===== config.mk =====
export PLATFORM = sky130hd
export DESIGN_NAME = two_led_blink_timer_top
export DESIGN_NICKNAME = d
export VERILOG_FILES = /design/src/design/tlbt_pkg.sv /design/src/design/tlbt_channel.sv /design/src/design/tlbt_skid.sv /design/src/design/two_led_blink_timer_top.sv
export VERILOG_INCLUDE_DIRS = /design/src /design/src/design
export SDC_FILE = /design/constraint.sdc
export NUM_CORES = 1
export LEC_CHECK = 0
export BUFFER_PORTS_ARGS = -buffer_cell sky130_fd_sc_hd__buf_2
export CORE_MARGIN = 1
export CORE_UTILIZATION = 45
export CTS_CLUSTER_DIAMETER = 80
export DETAILED_ROUTE_END_ITERATION = 16
export PLACE_DENSITY_LB_ADDON = 0.05
export SLEW_MARGIN = 20
export SYNTH_ARGS = -nofsm -noshare
export SYNTH_HDL_FRONTEND = slang
export SYNTH_SLANG_ARGS = --single-unit

===== constraint.sdc =====
create_clock -name clock -period 5.2 [get_ports clock]
set_input_delay 0.26 -clock clock [delete_from_list [all_inputs] [get_ports clock]]
set_output_delay 0.26 -clock clock [all_outputs]
set_load 0.02 [all_outputs]

===== src/design/two_led_blink_timer_top_assert.svh =====
// Assertion macros shared by the LED blink timer RTL.
`ifndef TWO_LED_BLINK_TIMER_TOP_ASSERT_SVH
`define TWO_LED_BLINK_TIMER_TOP_ASSERT_SVH

`ifndef NO_ASSERTIONS
// Clocked property, disabled while reset is high.
`define TLBT_ASSERT(label, clk, rst, prop) \
   label: assert property (@(posedge clk) disable iff (rst) prop) \
      else $error("tlbt assertion failed");
// Clocked property that also holds during reset.
`define TLBT_ASSERT_ALWAYS(label, clk, prop) \
   label: assert property (@(posedge clk) prop) \
      else $error("tlbt assertion failed");
`else
`define TLBT_ASSERT(label, clk, rst, prop)
`define TLBT_ASSERT_ALWAYS(label, clk, prop)
`endif

`endif


===== src/design/tlbt_pkg.sv =====
// Types and constants of the two channel LED blink timer.
`timescale 1ns / 1ps

package tlbt_pkg;

   localparam int MAX_CHANNELS     = 2;
   localparam int CHANNEL_COUNT    = 2;
   localparam int TIMER_WIDTH      = 18;
   localparam int SPAN_WIDTH       = 16;
   localparam int STEP_WIDTH       = 8;
   localparam int CSR_INDEX_WIDTH  = 3;
   localparam int CSR_DATA_WIDTH   = 16;
   localparam logic [SPAN_WIDTH-1:0] SPAN_RESET = 16'd10;

   // Channel modes; code 3 has no meaning and holds like manual.
   typedef enum logic [1:0] {
      MODE_FLASH  = 2'd0,
      MODE_BLINK  = 2'd1,
      MODE_MANUAL = 2'd2
   } tlbt_mode_type;

   // Item actions.
   localparam logic ACT_TICK    = 1'b0;
   localparam logic ACT_CONTROL = 1'b1;

   // Register indexes.
   localparam logic [CSR_INDEX_WIDTH-1:0] REG_GREEN_MODE     = 3'd0;
   localparam logic [CSR_INDEX_WIDTH-1:0] REG_GREEN_ON_SPAN  = 3'd1;
   localparam logic [CSR_INDEX_WIDTH-1:0] REG_GREEN_OFF_SPAN = 3'd2;
   localparam logic [CSR_INDEX_WIDTH-1:0] REG_GREEN_INVERT   = 3'd3;
   localparam logic [CSR_INDEX_WIDTH-1:0] REG_RED_MODE       = 3'd4;
   localparam logic [CSR_INDEX_WIDTH-1:0] REG_RED_ON_SPAN    = 3'd5;
   localparam logic [CSR_INDEX_WIDTH-1:0] REG_RED_OFF_SPAN   = 3'd6;
   localparam logic [CSR_INDEX_WIDTH-1:0] REG_RED_INVERT     = 3'd7;

   // Per channel configuration handed to a channel.
   typedef struct packed {
      logic [1:0]            mode;
      logic [SPAN_WIDTH-1:0] on_span;
      logic [SPAN_WIDTH-1:0] off_span;
      logic                  invert;
   } tlbt_chan_cfg_type;

   // Per channel status after the item.
   typedef struct packed {
      logic pin;
      logic armed;
   } tlbt_chan_out_type;

   // One result item.
   typedef struct packed {
      logic green_pin;
      logic red_pin;
      logic green_flash_pending;
      logic red_flash_pending;
   } tlbt_rsp_type;

endpackage


===== src/design/tlbt_channel.sv =====
// One LED channel: phase timer, level, flash arm, force-off and pin.
`timescale 1ns / 1ps
`include "two_led_blink_timer_top_assert.svh"

module tlbt_channel (
   input  logic                                 clock,
   input  logic                                 reset,
   input  logic                                 tick,
   input  logic                                 ctl,
   input  logic [tlbt_pkg::STEP_WIDTH-1:0]      step,
   input  logic                                 flash_request,
   input  logic                                 off_request,
   input  logic                                 manual_level,
   input  tlbt_pkg::tlbt_chan_cfg_type          cfg,
   output tlbt_pkg::tlbt_chan_out_type          status
);

   localparam int TW = tlbt_pkg::TIMER_WIDTH;
   localparam int SW = tlbt_pkg::SPAN_WIDTH;

   logic [TW-1:0] timer_ff, timer_in;
   logic          lit_ff, lit_in;
   logic          armed_ff, armed_in;
   logic          force_ff, force_in;
   logic          pin_ff, pin_in;

   logic [SW:0]   period;
   logic [TW-1:0] period_ext;
   logic [TW-1:0] on_ext;
   logic [TW-1:0] sum;

   // Period and advanced timer
   always_comb begin
      period     = {1'b0, cfg.on_span} + {1'b0, cfg.off_span};
      period_ext = {{(TW-SW-1){1'b0}}, period};
      on_ext     = {{(TW-SW){1'b0}}, cfg.on_span};
      sum        = timer_ff + {{(TW-tlbt_pkg::STEP_WIDTH){1'b0}}, step};
   end

   // Next state for tick and control items
   always_comb begin
      timer_in = timer_ff;
      lit_in   = lit_ff;
      armed_in = armed_ff;
      force_in = force_ff;
      pin_in   = pin_ff;
      if (tick) begin
         if (force_ff) begin
            lit_in   = 1'b0;
            timer_in = '0;
         end else begin
            unique case (cfg.mode)
               tlbt_pkg::MODE_FLASH: begin
                  if (armed_ff) begin
                     lit_in = (sum < on_ext);
                     if (sum > period_ext) begin
                        timer_in = '0;
                        armed_in = 1'b0;
                     end else begin
                        timer_in = sum;
                     end
                  end else begin
                     lit_in   = 1'b0;
                     timer_in = '0;
                  end
               end
               tlbt_pkg::MODE_BLINK: begin
                  lit_in   = (sum < on_ext);
                  timer_in = (sum >= period_ext) ? '0 : sum;
               end
               default: begin
                  // manual level, and the unused code: hold
               end
            endcase
         end
         pin_in = lit_in ^ cfg.invert;
      end else if (ctl) begin
         armed_in = armed_ff | flash_request;
         force_in = off_request;
         lit_in   = manual_level;
      end
   end

   // Control state
   always_ff @(posedge clock) begin
      if (reset) begin
         timer_ff <= '0;
         lit_ff   <= 1'b0;
         armed_ff <= 1'b0;
         force_ff <= 1'b0;
         pin_ff   <= 1'b0;
      end else begin
         timer_ff <= timer_in;
         lit_ff   <= lit_in;
         armed_ff <= armed_in;
         force_ff <= force_in;
         pin_ff   <= pin_in;
      end
   end

   assign status.pin   = pin_in;
   assign status.armed = armed_in;

   `TLBT_ASSERT(a_force_clears, clock, reset, tick && force_ff |=> timer_ff == '0 && !lit_ff)
   `TLBT_ASSERT(a_manual_holds, clock, reset, tick && !force_ff && cfg.mode == tlbt_pkg::MODE_MANUAL |=> $stable(timer_ff))
   `TLBT_ASSERT(a_ctl_keeps_pin, clock, reset, ctl |=> $stable(pin_ff))

endmodule


===== src/design/tlbt_skid.sv =====
// Two entry result queue between the channel logic and the result port.
`timescale 1ns / 1ps
`include "two_led_blink_timer_top_assert.svh"

module tlbt_skid (
   input  logic                   clock,
   input  logic                   reset,
   input  logic                   push,
   input  tlbt_pkg::tlbt_rsp_type push_data,
   output logic                   has_room,
   output logic                   out_valid,
   input  logic                   out_ready,
   output tlbt_pkg::tlbt_rsp_type out_data
);

   tlbt_pkg::tlbt_rsp_type slot_ff [2];
   logic       wr_ptr_ff, wr_ptr_in;
   logic       rd_ptr_ff, rd_ptr_in;
   logic [1:0] count_ff, count_in;
   logic       pop;

   assign has_room  = (count_ff != 2'd2);
   assign out_valid = (count_ff != 2'd0);
   assign out_data  = slot_ff[rd_ptr_ff];
   assign pop       = out_valid && out_ready;

   // Pointer and fill count
   always_comb begin
      wr_ptr_in = push ? ~wr_ptr_ff : wr_ptr_ff;
      rd_ptr_in = pop ? ~rd_ptr_ff : rd_ptr_ff;
      count_in  = count_ff + {1'b0, push} - {1'b0, pop};
   end

   always_ff @(posedge clock) begin
      if (reset) begin
         wr_ptr_ff <= 1'b0;
         rd_ptr_ff <= 1'b0;
         count_ff  <= 2'd0;
      end else begin
         wr_ptr_ff <= wr_ptr_in;
         rd_ptr_ff <= rd_ptr_in;
         count_ff  <= count_in;
      end
   end

   // Payload slots, no reset
   always_ff @(posedge clock) begin
      if (push) begin
         slot_ff[wr_ptr_ff] <= push_data;
      end
   end

   `TLBT_ASSERT_ALWAYS(a_count_bound, clock, reset || count_ff <= 2'd2)
   `TLBT_ASSERT(a_push_grows, clock, reset, push && !pop |=> count_ff == $past(count_ff) + 2'd1)
   `TLBT_ASSERT(a_pop_shrinks, clock, reset, pop && !push |=> count_ff == $past(count_ff) - 2'd1)

endmodule


===== src/design/two_led_blink_timer_top.sv =====
// Top level of the two channel LED blink timer.
//
//   channel  ports        direction  carries
//   req      req_*        in         tick or control item
//   rsp      rsp_*        out        pins and flash flags after the item
//   csr      csr_*        in         register index and write data
//
// The channel add, compare and select run between the channel state and a two
// entry result queue, so items go back to back while the queue has room.
// A result is registered into the result queue when its item is accepted.
// req_ready drops only when both queue entries hold results not yet taken.
// Synchronous reset clears channel state and the queue; csr_ready is always high.
`timescale 1ns / 1ps

module two_led_blink_timer_top #(
   parameter int CHANNEL_COUNT = tlbt_pkg::CHANNEL_COUNT
) (
   input  logic                                    clock,
   input  logic                                    reset,
   input  logic                                    req_valid,
   output logic                                    req_ready,
   input  logic                                    req_action,
   input  logic [tlbt_pkg::STEP_WIDTH-1:0]         req_step,
   input  logic                                    req_channel,
   input  logic                                    req_flash_request,
   input  logic                                    req_off_request,
   input  logic                                    req_manual_level,
   output logic                                    rsp_valid,
   input  logic                                    rsp_ready,
   output logic                                    rsp_green_pin,
   output logic                                    rsp_red_pin,
   output logic                                    rsp_green_flash_pending,
   output logic                                    rsp_red_flash_pending,
   input  logic                                    csr_valid,
   output logic                                    csr_ready,
   input  logic [tlbt_pkg::CSR_INDEX_WIDTH-1:0]    csr_index,
   input  logic [tlbt_pkg::CSR_DATA_WIDTH-1:0]     csr_data
);

   localparam int NCH = tlbt_pkg::MAX_CHANNELS;

   tlbt_pkg::tlbt_chan_cfg_type cfg_ff [NCH];
   tlbt_pkg::tlbt_chan_out_type status [NCH];
   tlbt_pkg::tlbt_rsp_type      push_data;
   tlbt_pkg::tlbt_rsp_type      out_data;
   logic                        accept;
   logic                        has_room;
   logic                        csr_write;

   assign req_ready = has_room;
   assign accept    = req_valid && req_ready;
   assign csr_ready = 1'b1;
   assign csr_write = csr_valid && csr_ready;

   // Configuration registers
   always_ff @(posedge clock) begin
      if (reset) begin
         for (int i = 0; i < NCH; i++) begin
            cfg_ff[i].mode     <= tlbt_pkg::MODE_FLASH;
            cfg_ff[i].on_span  <= tlbt_pkg::SPAN_RESET;
            cfg_ff[i].off_span <= tlbt_pkg::SPAN_RESET;
            cfg_ff[i].invert   <= 1'b0;
         end
      end else if (csr_write) begin
         unique case (csr_index)
            tlbt_pkg::REG_GREEN_MODE:     cfg_ff[0].mode     <= csr_data[1:0];
            tlbt_pkg::REG_GREEN_ON_SPAN:  cfg_ff[0].on_span  <= csr_data;
            tlbt_pkg::REG_GREEN_OFF_SPAN: cfg_ff[0].off_span <= csr_data;
            tlbt_pkg::REG_GREEN_INVERT:   cfg_ff[0].invert   <= csr_data[0];
            tlbt_pkg::REG_RED_MODE:       cfg_ff[1].mode     <= csr_data[1:0];
            tlbt_pkg::REG_RED_ON_SPAN:    cfg_ff[1].on_span  <= csr_data;
            tlbt_pkg::REG_RED_OFF_SPAN:   cfg_ff[1].off_span <= csr_data;
            tlbt_pkg::REG_RED_INVERT:     cfg_ff[1].invert   <= csr_data[0];
            default: begin
            end
         endcase
      end
   end

   // Channels; those beyond the count stay at zero
   for (genvar g = 0; g < NCH; g++) begin : g_chan
      if (g < CHANNEL_COUNT) begin : g_used
         localparam logic CH_ID = 1'(g);
         tlbt_channel u_channel (
            .clock         (clock),
            .reset         (reset),
            .tick          (accept && req_action == tlbt_pkg::ACT_TICK),
            .ctl           (accept && req_action == tlbt_pkg::ACT_CONTROL
                            && req_channel == CH_ID),
            .step          (req_step),
            .flash_request (req_flash_request),
            .off_request   (req_off_request),
            .manual_level  (req_manual_level),
            .cfg           (cfg_ff[g]),
            .status        (status[g])
         );
      end else begin : g_unused
         assign status[g] = '0;
      end
   end

   // Result item
   always_comb begin
      push_data.green_pin           = status[0].pin;
      push_data.red_pin             = status[1].pin;
      push_data.green_flash_pending = status[0].armed;
      push_data.red_flash_pending   = status[1].armed;
   end

   tlbt_skid u_skid (
      .clock     (clock),
      .reset     (reset),
      .push      (accept),
      .push_data (push_data),
      .has_room  (has_room),
      .out_valid (rsp_valid),
      .out_ready (rsp_ready),
      .out_data  (out_data)
   );

   assign rsp_green_pin           = out_data.green_pin;
   assign rsp_red_pin             = out_data.red_pin;
   assign rsp_green_flash_pending = out_data.green_flash_pending;
   assign rsp_red_flash_pending   = out_data.red_flash_pending;

endmodule


==> results by group <==
STA
  – Unrepaired setup endpoints after global routing: false
  – Max Clock Freq: 204 MHz
  – Final Hold Fails: 0
  – Final min period: 4890 ps
  – Max Slew Vio Count: 0
  – Worst slew margin: 42.4%
  – Worst slew pin tran: between 800 and 900 ps
  – # setup viols final: 0
  – Skew final: between 10 and 15 ps
  – Period utilization: 94.1%
  – Final setup TNS: 0 ps

Clock tree
  – CTS tree: built
  – Clock sinks: between 100 and 150
  – Clock-pin slew on the worst setup and hold paths: 60 ps
  – Clock buffer depth: 2
  – H-Tree Depth: 4
  – Clock latency on the worst-skew pair: 430 ps
  – CTS buffer count: 17
  – Root buf cell: clkbuf_16

Setup path
  – Setup CP Type: reg -> reg
  – Crit. End Element: register
  – Max incr delay on CP: 450 ps
  – Critical path launch point type: register
  – CP max FO: 12
  – CP max stage cell: edfxtp_1
  – Crit-path cells: ha_1 -> fa_1 -> a21oi_1 -> a2bb2oi_1 -> a21oi_1 -> nand3_1 -> nand2_1 -> o41ai_1 -> o21ai_0 -> xnor2_1 -> ha_1 -> nand3_1 -> nor4_4 -> o21ai_0 -> a31oi_1 -> nand4b_1 -> inv_2 -> a22o_1
  – Req. time, crit path: 5510 ps
  – CP arrival: 5200 ps

Final layout
  – Layout Nets: 1,107
  – Most common cell after layout, fill and taps aside: ha_1
  – ANT cells: 0
  – Share of layout cells above drive strength 1: approximately an eighth
  – # fillers: 1,711
  – Finished Cell Area: roughly 0.0099 sq mm
  – P&R area growth vs syn: 13.6%
  – Finished Layout Cells: 1,225
  – Most frequent cells in the layout: ha_1, edfxtp_1, a21oi_1

Power
  – Pwr Total: 3.18 mW
  – Pwr/cell area: 322 mW/mm^2
  – Worst IR Drop VDD: 0.311 mV
  – Leakage power: 4.29 nW

Synthesis
  – FFs w/ async S/R, synth: 0%
  – Predominant post-synthesis flop cell: edfxtp_1
  – Post-synth EDFFs: 78
  – Yosys warnings: 0
  – Top cells by area, synth: edfxtp_1, ha_1, dfxtp_1
  – Post-synthesis sequential area ratio: 38.2%
  – Gate Count Post-Synth: 898
  – Synth Register Bits: 127
  – Post-Syn Area per Cell: between 9 and 10 sq um
  – Area share of the leading cell type in the synthesized netlist: 26.9%
  – Number of unique standard cell types used by synthesis: 76
  – Syn nets: around 1,100
  – Mapped Area: 0.00871 sq mm
  – Cell taking the most area after synthesis: edfxtp_1

Die
  – Die Y-Extent: 141 um
  – Row cnt: 50
  – Initial Util: 46.2%
  – Die X: 141 um
  – I/O pin count: 44
  – Die area: 0.0199 sq mm
  – Core Area: roughly 0.019 sq mm

Placed design
  – Post-Place Cell Area: between 0.009 and 0.01 sq mm
  – PortBufs: 42
  – Cell total after placement: 1,191
  – Dpl hpwl: ~17 mm
  – GPL Wtd Cong: between 0.8 and 0.9

Global route
  – Total GRT Usage: 22.9%
  – Largest net degree at the start of global routing: 39
  – GR Util met3: approximately 4.4%
  – Vias in the first global route: 6,622
  – Initial antenna violation count: 0
  – Global Route met1 Usage: between 30% and 40%
  – Global routing's busiest layer: met2
  – First-pass GRT wire length: about 34 mm
  – Gr ovfl total: 0
  – M2 GR Usage: 35.4%

Min path
  – Hold Crit Class: in -> reg

Detailed routing
  – DRC: 0
  – DR pass1 iterations: 5
  – Routed WL: 21.6 mm
  – Iter 0 DRT Violations: 484
  – Via count: 6,824
  – ANT nets after route: 0
  – Wire per inst: 17.7 um
  – Via density: ~5.6

Job
  – Max Cap Viol: 0

Run status
  – Status: finished, final reports clean
## path summary, 6_finish.rpt
kind	from	end	slack (ps)	depth (start not counted)
max reg2reg	cfg_ff[1][17]	g_chan[1].g_used.u_channel.timer_ff[3]	310	18
min	req_off_request	g_chan[0].g_used.u_channel.force_ff	100	3
max	cfg_ff[1][17]	g_chan[1].g_used.u_channel.timer_ff[3]	310	18
min reg2reg	g_chan[1].g_used.u_channel.timer_ff[0]	g_chan[1].g_used.u_channel.timer_ff[0]	470	2
## report_power, final
group | switching (mW) | leakage [nW] | internal, mW | total, mW
Clock | 0.495 | 0.294 | 0.719 | 1.21
Sequential | 0.0489 | 1.15 | 1.16 | 1.20
Combinational | 0.454 | 2.84 | 0.312 | 0.767
## state kept, by name, indices dropped and copies added, names as in the netlist, named ones only
| name | cells |
|---|---|
| cfg_ff | 70 |
| g_chan.g_used.u_channel.timer_ff | 36 |
| u_skid.slot_ff | 8 |
| g_chan.g_used.u_channel.armed_ff | 2 |
| g_chan.g_used.u_channel.force_ff | 2 |
| g_chan.g_used.u_channel.lit_ff | 2 |
| g_chan.g_used.u_channel.pin_ff | 2 |
| u_skid.count_ff | 2 |
| u_skid.rd_ptr_ff | 1 |
| u_skid.wr_ptr_ff | 1 |
## through the flow
step / utilization, % / hold WS [ps] / worst slack [ps]
after CTS: 52.3 / 88.3 / 117
after global placement: 49.1 / 458 / -8.93
final: 52.5 / 102 / 309
after floorplan: - / 404 / 1090
after global routing: 52.5 / 96.2 / 47.2
after detailed placement: 49.1 / 457 / -37.2
## cells in the mapped netlist (3+ instances only)
cell type    n
a22o_1      23
nor2b_1     16
nand4_1     18
xor2_1      20
edfxtp_1    78
a31oi_1      9
or2_2       10
fa_1         4
buf_2        4
inv_1       55
a2bb2oi_1    3
and3_1       3
and2_1      48
o21ai_0     47
clkbuf_1    11
nor3b_1      3
o21bai_1     6
nand2b_1    21
a21oi_1     60
a21o_1      18
a21boi_0     3
nand2_1     56
xnor2_1     32
mux2_2       4
a211oi_1     6
or3_1        7
nor2_1      56
nor3_1      16
a31o_2       4
o21a_1       9
dfxtp_1     49
o211ai_1     4
nand3_1     24
ha_1       114
nor4_1       3
## cell type report
| type | count | area (sq um) | area share [%] |
|---|---|---|---|
| multi-input cells | 697 | 5130 | 51.9 |
| flip-flops and latches | 127 | 3320 | 33.6 |
| repair buffers | 52 | 285 | 2.88 |
| clock buffers | 19 | 464 | 4.69 |
| inverters | 57 | 214 | 2.16 |
| well taps | 260 | 325 | 3.29 |
| clock inverters | 13 | 143 | 1.44 |
## cells by family after synthesis
| group | synth area share (%) |
|---|---|
| xor+xnor | 5.23 |
| flops | 38.2 |
| simple gates | 18.4 |
| mux | 0.747 |
| fa+ha+maj | 17.3 |
| buf+inv | 3.29 |
| compound gates | 16.8 |
| other cells | 0.0431 |
## per-layer routing
layer  up-vias  wire length [um]
li1       3408                 -
met1      3231             10800
met2       159              9550
met3        26               879
met4         0               383
met5         -                 0
## timing repair
action	in CTS	in global routing
hold buffers	0	0
gates resized for setup	1	2
buffers inserted	0	2
pin swaps	0	0
endpoints found under the setup margin	12	15
## critical path, delay by kind of cell (launching register included)
family          cells  cell delay, ps
xor+xnor            1             230
buf+inv             1             160
fa+ha+maj           3            1020
simple gates        5             970
compound gates      8            1960
flops               1             450
(Power assumes the default switching activity.)
